==> src/ptfue_pkg.sv <==
// ptfue_pkg: shared types, constants and character helpers for the path to
// file URL encoder. No dependencies.
package ptfue_pkg;

  localparam int unsigned QDepth = 2;
  localparam int unsigned QPtrW  = (QDepth > 1) ? $clog2(QDepth) : 1;
  localparam int unsigned QCntW  = $clog2(QDepth + 1);

  localparam logic [7:0] ByteSlash = 8'h2F;
  localparam logic [6:0] CharPct   = 7'h25;
  localparam logic [6:0] CharNul   = 7'h00;
  localparam logic [2:0] PfxLastIdx = 3'd6;

  localparam logic [5:0] SurHighTag = 6'b110110;
  localparam logic [5:0] SurLowTag  = 6'b110111;
  localparam logic [20:0] SuppBase  = 21'h10000;

  // one unit of work for the back end
  typedef struct packed {
    logic        fail;   // emit the single failure item
    logic        pfx;    // emit "file://" first
    logic        last;   // final item of the URL closes this job
    logic [20:0] cp;     // code point to encode
  } job_t;

  function automatic logic is_passthrough(logic [6:0] c);
    logic r;
    r = ((c >= 7'h30) && (c <= 7'h39)) || ((c >= 7'h41) && (c <= 7'h5A)) ||
        ((c >= 7'h61) && (c <= 7'h7A));
    case (c)
      7'h2D, 7'h2E, 7'h5F, 7'h7E, 7'h3A, 7'h26, 7'h3D, 7'h3B, 7'h2F: r = 1'b1;
      default: ;
    endcase
    return r;
  endfunction

  function automatic logic [6:0] hex_char(logic [3:0] n);
    logic [6:0] r;
    if (n < 4'd10) begin
      r = 7'h30 + {3'b000, n};
    end else begin
      r = 7'h37 + {3'b000, n};
    end
    return r;
  endfunction

  function automatic logic [6:0] prefix_char(logic [2:0] i);
    logic [6:0] r;
    case (i)
      3'd0: r = 7'h66;  // f
      3'd1: r = 7'h69;  // i
      3'd2: r = 7'h6C;  // l
      3'd3: r = 7'h65;  // e
      3'd4: r = 7'h3A;  // :
      default: r = 7'h2F;  // /
    endcase
    return r;
  endfunction

endpackage

==> src/ptfue_front.sv <==
// ptfue_front: accepts CESU-8 bytes, decodes units and surrogate pairs and
// pushes one job per byte that yields output. Depends on ptfue_pkg.
module ptfue_front (
  input  logic              clk_i,
  input  logic              rst_ni,
  input  logic              in_valid_i,
  output logic              in_ready_o,
  input  logic [7:0]        in_byte_i,
  input  logic              in_end_i,
  input  logic              q_full_i,
  output logic              q_push_o,
  output ptfue_pkg::job_t   q_job_o
);

  logic        at_start_q, at_start_d;
  logic [1:0]  pend_q, pend_d;
  logic [15:0] accum_q, accum_d;
  logic [9:0]  held_q, held_d;
  logic        hs_valid_q, hs_valid_d;
  logic        drop_q, drop_d;

  logic        accept;
  logic        fail, pfx, emit, fin;
  logic [15:0] unit, acc_new;
  logic [1:0]  pend_new;
  logic [20:0] cp;

  assign in_ready_o = ~q_full_i;
  assign accept     = in_valid_i & ~q_full_i;

  always_comb begin
    at_start_d = at_start_q;
    pend_d     = pend_q;
    accum_d    = accum_q;
    held_d     = held_q;
    hs_valid_d = hs_valid_q;
    drop_d     = drop_q;
    fail       = 1'b0;
    pfx        = 1'b0;
    emit       = 1'b0;
    fin        = 1'b0;
    unit       = {8'h00, in_byte_i};
    acc_new    = {accum_q[9:0], in_byte_i[5:0]};
    pend_new   = pend_q - 2'd1;
    cp         = {5'd0, unit};

    if (drop_q) begin
      if (in_end_i) begin
        at_start_d = 1'b1;
        drop_d     = 1'b0;
      end
    end else begin
      if (at_start_q) begin
        at_start_d = 1'b0;
        if (in_byte_i != ptfue_pkg::ByteSlash) begin
          fail = 1'b1;
        end else begin
          pfx = 1'b1;
          fin = 1'b1;
        end
      end else if (pend_q == 2'd0) begin
        if (!in_byte_i[7]) begin
          fin = 1'b1;
        end else if (in_byte_i[7:5] == 3'b110) begin
          accum_d = {11'd0, in_byte_i[4:0]};
          pend_d  = 2'd1;
        end else if (in_byte_i[7:4] == 4'b1110) begin
          accum_d = {12'd0, in_byte_i[3:0]};
          pend_d  = 2'd2;
        end else begin
          fail = 1'b1;
        end
      end else begin
        if (in_byte_i[7:6] != 2'b10) begin
          fail = 1'b1;
        end else begin
          pend_d = pend_new;
          if (pend_new == 2'd0) begin
            accum_d = '0;
            unit    = acc_new;
            fin     = 1'b1;
          end else begin
            accum_d = acc_new;
          end
        end
      end

      cp = {5'd0, unit};
      if (fin) begin
        if (hs_valid_q) begin
          if (unit[15:10] != ptfue_pkg::SurLowTag) begin
            fail = 1'b1;
          end else begin
            cp         = ptfue_pkg::SuppBase + {1'b0, held_q, unit[9:0]};
            hs_valid_d = 1'b0;
            held_d     = '0;
            emit       = 1'b1;
          end
        end else if (unit[15:10] == ptfue_pkg::SurLowTag) begin
          fail = 1'b1;
        end else if (unit[15:10] == ptfue_pkg::SurHighTag) begin
          held_d     = unit[9:0];
          hs_valid_d = 1'b1;
        end else begin
          emit = 1'b1;
        end
      end

      if (!fail && in_end_i && ((pend_d != 2'd0) || hs_valid_d)) begin
        fail = 1'b1;
      end

      if (fail || in_end_i) begin
        at_start_d = 1'b1;
        pend_d     = '0;
        accum_d    = '0;
        held_d     = '0;
        hs_valid_d = 1'b0;
        drop_d     = fail & ~in_end_i;
      end
    end
  end

  assign q_push_o     = accept & ~drop_q & (fail | pfx | emit);
  assign q_job_o.fail = fail;
  assign q_job_o.pfx  = pfx & ~fail;
  assign q_job_o.last = in_end_i | fail;
  assign q_job_o.cp   = cp;

  always_ff @(posedge clk_i or negedge rst_ni) begin
    if (!rst_ni) begin
      at_start_q <= 1'b1;
      pend_q     <= '0;
      accum_q    <= '0;
      held_q     <= '0;
      hs_valid_q <= 1'b0;
      drop_q     <= 1'b0;
    end else if (accept) begin
      at_start_q <= at_start_d;
      pend_q     <= pend_d;
      accum_q    <= accum_d;
      held_q     <= held_d;
      hs_valid_q <= hs_valid_d;
      drop_q     <= drop_d;
    end
  end

endmodule

==> src/ptfue_fifo.sv <==
// ptfue_fifo: short job queue between front and back end.
// Depends on ptfue_pkg for the job type and depth.
module ptfue_fifo (
  input  logic            clk_i,
  input  logic            rst_ni,
  input  logic            push_i,
  input  ptfue_pkg::job_t wdata_i,
  output logic            full_o,
  input  logic            pop_i,
  output ptfue_pkg::job_t rdata_o,
  output logic            empty_o
);

  localparam logic [ptfue_pkg::QCntW-1:0] DepthCnt = ptfue_pkg::QCntW'(ptfue_pkg::QDepth);
  localparam logic [ptfue_pkg::QPtrW-1:0] LastPtr  = ptfue_pkg::QPtrW'(ptfue_pkg::QDepth - 1);

  ptfue_pkg::job_t mem_q [ptfue_pkg::QDepth];
  logic [ptfue_pkg::QPtrW-1:0] wr_q, wr_d, rd_q, rd_d;
  logic [ptfue_pkg::QCntW-1:0] cnt_q, cnt_d;
  logic do_push, do_pop;

  assign full_o  = (cnt_q == DepthCnt);
  assign empty_o = (cnt_q == '0);
  assign do_push = push_i & ~full_o;
  assign do_pop  = pop_i & ~empty_o;
  assign rdata_o = mem_q[rd_q];

  always_comb begin
    wr_d  = wr_q;
    rd_d  = rd_q;
    cnt_d = cnt_q;
    if (do_push) begin
      wr_d = (wr_q == LastPtr) ? '0 : wr_q + 1'b1;
    end
    if (do_pop) begin
      rd_d = (rd_q == LastPtr) ? '0 : rd_q + 1'b1;
    end
    if (do_push && !do_pop) begin
      cnt_d = cnt_q + 1'b1;
    end else if (!do_push && do_pop) begin
      cnt_d = cnt_q - 1'b1;
    end
  end

  always_ff @(posedge clk_i) begin
    if (do_push) begin
      mem_q[wr_q] <= wdata_i;
    end
  end

  always_ff @(posedge clk_i or negedge rst_ni) begin
    if (!rst_ni) begin
      wr_q  <= '0;
      rd_q  <= '0;
      cnt_q <= '0;
    end else begin
      wr_q  <= wr_d;
      rd_q  <= rd_d;
      cnt_q <= cnt_d;
    end
  end

endmodule

==> src/ptfue_back.sv <==
// ptfue_back: expands each job into URL characters, one per cycle while the
// output is not stalled, into a registered output stage. Depends on ptfue_pkg.
module ptfue_back (
  input  logic            clk_i,
  input  logic            rst_ni,
  input  logic            q_empty_i,
  input  ptfue_pkg::job_t q_job_i,
  output logic            q_pop_o,
  output logic            out_valid_o,
  input  logic            out_ready_i,
  output logic [6:0]      out_char_o,
  output logic            out_last_o,
  output logic            out_failed_o
);

  ptfue_pkg::job_t job_q;
  logic       job_valid_q, job_valid_d;
  logic       in_pfx_q, in_pfx_d;
  logic [2:0] pidx_q, pidx_d;
  logic [1:0] bidx_q, bidx_d;
  logic [1:0] dig_q, dig_d;

  logic       out_valid_q, out_valid_d;
  logic [6:0] out_char_q;
  logic       out_last_q, out_failed_q;

  logic [1:0] nb_last;
  logic [7:0] ub [4];
  logic [7:0] cur;
  logic       plain, fire, final_c, load;
  logic [6:0] ch;

  always_comb begin
    ub[0] = {1'b0, job_q.cp[6:0]};
    ub[1] = 8'h00;
    ub[2] = 8'h00;
    ub[3] = 8'h00;
    if (job_q.cp < 21'h80) begin
      nb_last = 2'd0;
    end else if (job_q.cp < 21'h800) begin
      nb_last = 2'd1;
      ub[0] = {3'b110, job_q.cp[10:6]};
      ub[1] = {2'b10, job_q.cp[5:0]};
    end else if (job_q.cp < 21'h10000) begin
      nb_last = 2'd2;
      ub[0] = {4'b1110, job_q.cp[15:12]};
      ub[1] = {2'b10, job_q.cp[11:6]};
      ub[2] = {2'b10, job_q.cp[5:0]};
    end else begin
      nb_last = 2'd3;
      ub[0] = {5'b11110, job_q.cp[20:18]};
      ub[1] = {2'b10, job_q.cp[17:12]};
      ub[2] = {2'b10, job_q.cp[11:6]};
      ub[3] = {2'b10, job_q.cp[5:0]};
    end
  end

  assign cur   = ub[bidx_q];
  assign plain = (nb_last == 2'd0) & ptfue_pkg::is_passthrough(job_q.cp[6:0]);

  always_comb begin
    ch      = ptfue_pkg::CharNul;
    final_c = 1'b0;
    if (job_q.fail) begin
      final_c = 1'b1;
    end else if (in_pfx_q) begin
      ch = ptfue_pkg::prefix_char(pidx_q);
    end else if (plain) begin
      ch      = job_q.cp[6:0];
      final_c = 1'b1;
    end else begin
      case (dig_q)
        2'd0:    ch = ptfue_pkg::CharPct;
        2'd1:    ch = ptfue_pkg::hex_char(cur[7:4]);
        default: ch = ptfue_pkg::hex_char(cur[3:0]);
      endcase
      final_c = (dig_q == 2'd2) && (bidx_q == nb_last);
    end
  end

  assign fire    = job_valid_q & (~out_valid_q | out_ready_i);
  assign load    = ~q_empty_i & (~job_valid_q | (fire & final_c));
  assign q_pop_o = load;

  always_comb begin
    job_valid_d = job_valid_q;
    in_pfx_d    = in_pfx_q;
    pidx_d      = pidx_q;
    bidx_d      = bidx_q;
    dig_d       = dig_q;
    if (fire) begin
      if (final_c) begin
        job_valid_d = 1'b0;
      end else if (in_pfx_q) begin
        pidx_d = pidx_q + 3'd1;
        if (pidx_q == ptfue_pkg::PfxLastIdx) begin
          in_pfx_d = 1'b0;
        end
      end else if (dig_q == 2'd2) begin
        dig_d  = 2'd0;
        bidx_d = bidx_q + 2'd1;
      end else begin
        dig_d = dig_q + 2'd1;
      end
    end
    if (load) begin
      job_valid_d = 1'b1;
      in_pfx_d    = q_job_i.pfx;
      pidx_d      = '0;
      bidx_d      = '0;
      dig_d       = '0;
    end
  end

  always_comb begin
    out_valid_d = out_valid_q;
    if (fire) begin
      out_valid_d = 1'b1;
    end else if (out_ready_i) begin
      out_valid_d = 1'b0;
    end
  end

  always_ff @(posedge clk_i) begin
    if (load) begin
      job_q <= q_job_i;
    end
    if (fire) begin
      out_char_q   <= ch;
      out_last_q   <= final_c & job_q.last;
      out_failed_q <= job_q.fail;
    end
  end

  always_ff @(posedge clk_i or negedge rst_ni) begin
    if (!rst_ni) begin
      job_valid_q <= 1'b0;
      in_pfx_q    <= 1'b0;
      pidx_q      <= '0;
      bidx_q      <= '0;
      dig_q       <= '0;
      out_valid_q <= 1'b0;
    end else begin
      job_valid_q <= job_valid_d;
      in_pfx_q    <= in_pfx_d;
      pidx_q      <= pidx_d;
      bidx_q      <= bidx_d;
      dig_q       <= dig_d;
      out_valid_q <= out_valid_d;
    end
  end

  assign out_valid_o  = out_valid_q;
  assign out_char_o   = out_char_q;
  assign out_last_o   = out_last_q;
  assign out_failed_o = out_failed_q;

endmodule

==> src/path_to_file_url_encoder.sv <==
// path_to_file_url_encoder: top level; front decoder, job queue and character
// sequencer. Depends on ptfue_pkg, ptfue_front, ptfue_fifo, ptfue_back.
//
// Takes an absolute path as CESU-8 bytes on the slave stream (tlast marks the
// final byte) and streams the file URL out one ASCII character per item:
// "file://" on the first byte, then each character either passed through or
// written as %XX in UTF-8. A bad path gives one item with tuser (failed) and
// tlast set, after which bytes are dropped up to the path's tlast. The front
// end takes one byte per cycle while the queue is not full. Output runs at one
// character per cycle from the back-end sequencer while m_axis_tready is high;
// a byte yields no characters for a lead or middle byte or a held high
// surrogate, 1 for a plain character or the failure item, 3 per UTF-8 byte
// otherwise, up to 9 for a three-byte unit, 12 for a surrogate pair and 8 for
// the leading '/'. A two-entry job queue lets input bytes be taken while
// earlier characters are still going out; output stalls reach the input only
// once the queue fills.
module path_to_file_url_encoder (
  input  logic       clk_i,
  input  logic       rst_ni,
  input  logic       s_axis_tvalid,
  output logic       s_axis_tready,
  input  logic [7:0] s_axis_tdata,   // [7:0] in_byte
  input  logic       s_axis_tlast,   // end_of_path
  output logic       m_axis_tvalid,
  input  logic       m_axis_tready,
  output logic [7:0] m_axis_tdata,   // [6:0] out_char, [7] zero
  output logic       m_axis_tlast,   // out_last
  output logic       m_axis_tuser    // failed
);

  logic            q_full, q_empty, q_push, q_pop;
  ptfue_pkg::job_t q_wjob, q_rjob;
  logic [6:0]      out_char;

  ptfue_front u_front (
    .clk_i      (clk_i),
    .rst_ni     (rst_ni),
    .in_valid_i (s_axis_tvalid),
    .in_ready_o (s_axis_tready),
    .in_byte_i  (s_axis_tdata),
    .in_end_i   (s_axis_tlast),
    .q_full_i   (q_full),
    .q_push_o   (q_push),
    .q_job_o    (q_wjob)
  );

  ptfue_fifo u_fifo (
    .clk_i   (clk_i),
    .rst_ni  (rst_ni),
    .push_i  (q_push),
    .wdata_i (q_wjob),
    .full_o  (q_full),
    .pop_i   (q_pop),
    .rdata_o (q_rjob),
    .empty_o (q_empty)
  );

  ptfue_back u_back (
    .clk_i        (clk_i),
    .rst_ni       (rst_ni),
    .q_empty_i    (q_empty),
    .q_job_i      (q_rjob),
    .q_pop_o      (q_pop),
    .out_valid_o  (m_axis_tvalid),
    .out_ready_i  (m_axis_tready),
    .out_char_o   (out_char),
    .out_last_o   (m_axis_tlast),
    .out_failed_o (m_axis_tuser)
  );

  assign m_axis_tdata = {1'b0, out_char};

endmodule
==> config.mk <==
export PLATFORM = sky130hd
export DESIGN_NAME = path_to_file_url_encoder
export DESIGN_NICKNAME = d
export VERILOG_FILES = /design/src/ptfue_pkg.sv /design/src/ptfue_front.sv /design/src/ptfue_fifo.sv /design/src/ptfue_back.sv /design/src/path_to_file_url_encoder.sv
export SDC_FILE = /design/constraint.sdc
export NUM_CORES = 1
export LEC_CHECK = 0
export ABC_CLOCK_PERIOD_IN_PS = 4200
export BUFFER_PORTS_ARGS = -buffer_cell sky130_fd_sc_hd__buf_2
export CORE_MARGIN = 8
export CORE_UTILIZATION = 62
export DETAILED_ROUTE_END_ITERATION = 10
export PLACE_DENSITY = 0.8
export REMOVE_ABC_BUFFERS = 1
export SYNTH_ARGS = -nofsm -noshare
export SYNTH_HDL_FRONTEND = slang
export SYNTH_SLANG_ARGS = --single-unit
==> constraint.sdc <==
create_clock -name clk_i -period 4.2 [get_ports clk_i]
set_input_delay 0.63 -clock clk_i [delete_from_list [all_inputs] [get_ports clk_i]]
set_output_delay 0.63 -clock clk_i [all_outputs]
set_load 0.005 [all_outputs]
# Yosys cells after proc, flatten, opt, wreduce, memory -nomap -nowiden
# Memories as Yosys holds them, arrays and structs flattened.
# Index checks and enable logic that the tools add are counted.
dict set report totals {
  ff_bits 71
  input_bits 13
  n_memories 1
  output_inout_bits 12
  elab_cells 271
  mem_bits_rw 48
}
dict set report classes {
  magnitude_cmp 12
  mux 125
  n_eq_ne 34
  n_reduce_logical 40
  n_bitwise 25
  add_sub_neg 13
}
# name words width rd rd_clocked_by_memory_dff write_ports line
set mem_list {}
lappend mem_list {u_fifo.mem_q 2 24 1 0 1 ptfue_fifo.sv:17} ;# ptfue_pkg::job_t mem_q [ptfue_pkg::QDepth];
# operator count
set ops {}
lappend ops {{two-way mux 10 bit} 14}
lappend ops {{two-way mux 21 bit} 5}
lappend ops {{two-way mux 16 bit} 6}
lappend ops {{two-way mux 1 bit} 62}
lappend ops {{== test 7 x 6 -> 1 bit (second input constant)} 7}
lappend ops {{two-way mux 2 bit} 22}
lappend ops {{case mux 7 bit (5 select lines)} 1}
lappend ops {{two-way mux 32 bit} 1}
lappend ops {{adder 6 x 4 -> 7 bit (first input constant)} 4}
lappend ops {{two-way mux 7 bit} 4}
lappend ops {{two-way mux 8 bit} 3}
lappend ops {{adder 17 x 20 -> 21 bit (first input constant)} 1}
lappend ops {{less-than comparator 21 x 12 -> 1 bit (second input constant)} 1}
lappend ops {{less-than comparator 21 x 17 -> 1 bit (second input constant)} 1}
lappend ops {{less-than comparator 21 x 8 -> 1 bit (second input constant)} 1}
lappend ops {{binary-select mux 8 bit (select 2 bit)} 1}
lappend ops {{nonzero test 2 bit} 8}
lappend ops {{== test 7 bit (second input constant)} 2}
lappend ops {{>= comparator 7 bit (second input constant)} 2}
lappend ops {{less-or-equal comparator 7 bit (second input constant)} 2}
lappend ops {{two-way mux 14 bit} 1}
lappend ops {{case mux 7 bit (2 select lines)} 1}
lappend ops {{bitwise AND 1 bit} 12}
lappend ops {{== test 6 bit (second input constant)} 2}
lappend ops {{36 further kinds} 85}

# Logic depth before layout (Yosys ltp)
dict set report depth {
  word_depth 26
  ltp_mapped 13
  depth_no_buf 12
}

# Modules after synthesis
# From an unflattened synthesis, not the netlist that was laid out.
dict set report hier_totals {
  hier_cells 600
  hier_area_um2 6750.2
}
# mod instances area_each_um2 seq_area_each_um2 cells_per_inst
set by_module_without_submodules {}
lappend by_module_without_submodules {ptfue_back 1 2834.0 1211.2 308}
lappend by_module_without_submodules {ptfue_fifo 1 2030.7 1541.5 94}
lappend by_module_without_submodules {ptfue_front 1 1874.3 626.9 196}
lappend by_module_without_submodules {path_to_file_url_encoder 1 11.3 0.0 2}

# Least setup slack after synthesis
# No wires, ideal clock.
dict set report synth_path {
  path_type {input to register}
  start {input port s_axis_tdata[6]}
  end {memory u_fifo.mem_q[0][0] in the netlist's numbering (enable)}
  arrival_time_ns 3.362
  t_required_ns 3.792
  cell_stages 8
  setup_slack_ns 0.431
  setup_ns 0.408
  n_path_buf 1
  path_cell_list {buf_2 -> nor3b_1 -> nand4_1 -> nor2_1 -> xor2_1 -> a311o_1 -> o31a_1 -> nor2b_1}
}
# item line
set synth_lines {}
lappend synth_lines {{from (decl)} path_to_file_url_encoder.sv:22} ;# input logic [7:0] s_axis_tdata,
lappend synth_lines {{to (decl)} ptfue_fifo.sv:17}

==> impl_metrics.ini <==
[run_status]
status = finished clean

[clocking]
clkTransAtPathRegs_ns = 0.06
clockBufferDepth = 2
numCtsBuffers = 17
ctsHtreeMaxLevel = 4
cts_resized = 0
cts_root_buf = clkbuf_8
cts_setup_buffers = 0
cts.sinks = 119
clock_latency_ns = 0.51
cts_tree = done
cts_hold_buffers = 0

[timing]
worst_hold_slack_ns = 0.2525
relSlewSlack_pct = 28.04
rsz0062_at_grt = false
min_period_ns = 3.556
setup_violations = 0
period_share_pct = 84.66
slew_violations = 0
worst_slack_ns = 0.6441
tightest_slew_ns = 1.079
clock.fmax_mhz = 281.2
fin_setup_tns_ns = 0
fin_skew_ns = 0.01384
hold_viol = 0

[floorplan]
die_x_um = 118.2
io_pins = 25
core_um2 = 10230
die_h_um = 118.2
start_util_pct = 63.25
rows = 37
die_area_um2 = 13960

[setup_path]
required_ns = 4.37
critPathMaxFanout = 24
crit_arrival_ns = 3.73
endpoint_kind = flop
critPathKind = flop to flop
critPathLaunchType = flop

[grt]
grt_max_degree = 40
grt_overflow = 0
antenna_found_initial = 0
grt_usage_pct = 21.57
first_global_vias = 4914
grt_pass1_wl_um = 24700

[synthesis]
synth_cells = 567
synth.distinct_cells = 86
synth-seq-area-share_pct = 52.22
yosys_register_bits = 119
syn_area_um2 = 6471
synth_area_per_cell_um2 = 11.41
synthArstFlopShare_pct = 32.77
synth_edf_count = 80
yosysWarningCount = 0
ys.flop_type = edfxtp_1

[cells_and_area]
stdcell_area_um2 = 7202
drive_gt1_share_pct = 18.90
n_antenna_cell = 0
fillCellCount = 704
syn_to_final_growth_pct = 11.29
final_common_cell = edfxtp_1
final_util_pct = 70.39
seq_area_um2 = 3379
design.final.nets = 610
final_cell_mix = 80 x edfxtp_1, 38 x dfrtp_1, 36 x nand2_1, 33 x nor2_1, 28 x a21oi_1
multi_input_area_um2 = 2870

[power]
power.net_switching_mw = 1.451
seqPwrFrac_pct = 42.9
p_clk_share_pct = 30.5
power_density_nw_per_um2 = 585.3
power_leakage_nw = 2.709
intPower_mw = 2.764
p_comb_share_pct = 26.6
swShare_pct = 34.42
ir_drop_uv = 334.8

[place]
routabilityCongestion = 0.8870
place_area_um2 = 6666
pre_cts_slack_ns = 0.8055
post-dp-hpwl_um = 9874
port_buffers = 23

[detailed_routing]
first_pass_iters = 6
wl_um = 14530
vias = 4814
drt-vias-per-instance = 6.559
drt_iter0_drc = 577
wire_per_inst_um = 19.80
ant_nets = 0
drc_errors = 0

[flow_run]
drv_cap = 0

[hold_path]
hold_path.class = input port to async pin
## worst paths after layout
| path | end | depth (start not counted) | startpoint | slack (ns) |
|---|---|---|---|---|
| worst max-delay path | u_fifo.mem_q[0][2] | 10 | u_front.pend_q[0] | 0.64 |
| worst min-delay path | u_front.pend_q[1] | 1 | rst_ni | 0.25 |
| worst max register to register | u_fifo.mem_q[0][2] | 10 | u_front.pend_q[0] | 0.64 |
| worst min register to register | u_front.held_q[0] | 1 | u_front.held_q[0] | 0.51 |
| max in group asynchronous | u_back.bidx_q[1] | 1 | rst_ni | 3.37 |
| min in group clk_i | u_fifo.mem_q[0][1] | 1 | s_axis_tdata[1] | 0.37 |
## layout make-up
cell class                 count  share of cell area [%]
sequential                   119                   46.92
multi-input combinational    396                   39.85
clock buffer                  21                   6.393
tap                          136                   2.363
timing repair buffer          30                   2.328
inverter                      21                   1.095
clock inverter                11                   1.042
## routing by layer
metal	GRT usage, %	wire, um	up-vias
met5	0	0	-
met3	4.474	800	42
met4	10.73	496	0
met1	26.43	6080	2306
li1	-	-	2246
met2	35.67	7156	220
## state kept, by name (all words and copies together) (netlist names), 2 cells and up
register,cells
u_fifo.mem_q,48
u_back.job_q,23
u_front.accum_q,10
u_front.held_q,10
u_back.out_char_o,7
u_back.pidx_q,3
u_back.bidx_q,2
u_back.dig_q,2
u_fifo.cnt_q,2
u_front.pend_q,2
## power groups by stage
stage	Clock (mW)	Sequential [mW]	Combinational (mW)
final	1.29	1.81	1.12
after global routing	1.36	1.84	1.24
after CTS	1.29	1.80	1.12
after detailed placement	0	1.82	1.10
after global placement	0	1.81	1.07
after floorplan	0	1.74	0.808
## worst max-delay path, stage by stage, from the launching register on
cell and delay, ns:
dfrtp_1 0.42, inv_1 0.08, ha_1 0.34, nor3b_1 0.53, nand4_1 0.25, nor2_1 0.22, xor2_1 0.30, a311o_1 0.30
o31a_1 0.26, nor2b_2 0.19, buf_4 0.32
## per-stage QoR
step	power, mW	cells
after floorplan	2.551	536
after global placement	2.878	702
after detailed placement	2.919	702
after CTS	4.214	734
after global routing	4.437	734
final	4.215	734
## cells by family after synthesis
family / after synthesis / share of synthesized area (%)
and+or+nand+nor: 176 / 15.56
AOI/OAI and AO/OA: 167 / 19.80
DFF: 119 / 52.22
buffers and inverters: 52 / 3.461
muxes: 29 / 4.969
adders and majority gates: 12 / 2.320
xor gates and xnor gates: 11 / 1.605
other: 1 / 0.05795
## cells in the mapped netlist (all sizes together), types with 5 or more instances
| cell | n | area [um^2] |
|---|---|---|
| xor2 | 8 | 77.58 |
| inv | 21 | 78.83 |
| a21oi | 29 | 148.9 |
| dfrtp | 38 | 950.9 |
| edfxtp | 80 | 2402 |
| nand4 | 10 | 62.56 |
| nor2 | 34 | 135.1 |
| nand2 | 37 | 141.4 |
| and3 | 5 | 36.28 |
| o211a | 6 | 60.06 |
| or4 | 5 | 37.54 |
| a22o | 21 | 183.9 |
| nand2b | 12 | 75.07 |
| o31ai | 9 | 67.56 |
| o211ai | 12 | 90.09 |
| ha | 12 | 150.1 |
| o21ai | 25 | 136.4 |
| clkbuf | 21 | 78.83 |
| a211oi | 6 | 70.07 |
| nor3 | 15 | 75.07 |
| mux2 | 25 | 281.5 |
| nand3 | 14 | 70.07 |
| nor4 | 8 | 92.58 |
| nor2b | 7 | 43.79 |
| buf | 10 | 66.30 |
No activity file was read; power rests on OpenSTA's default activity.
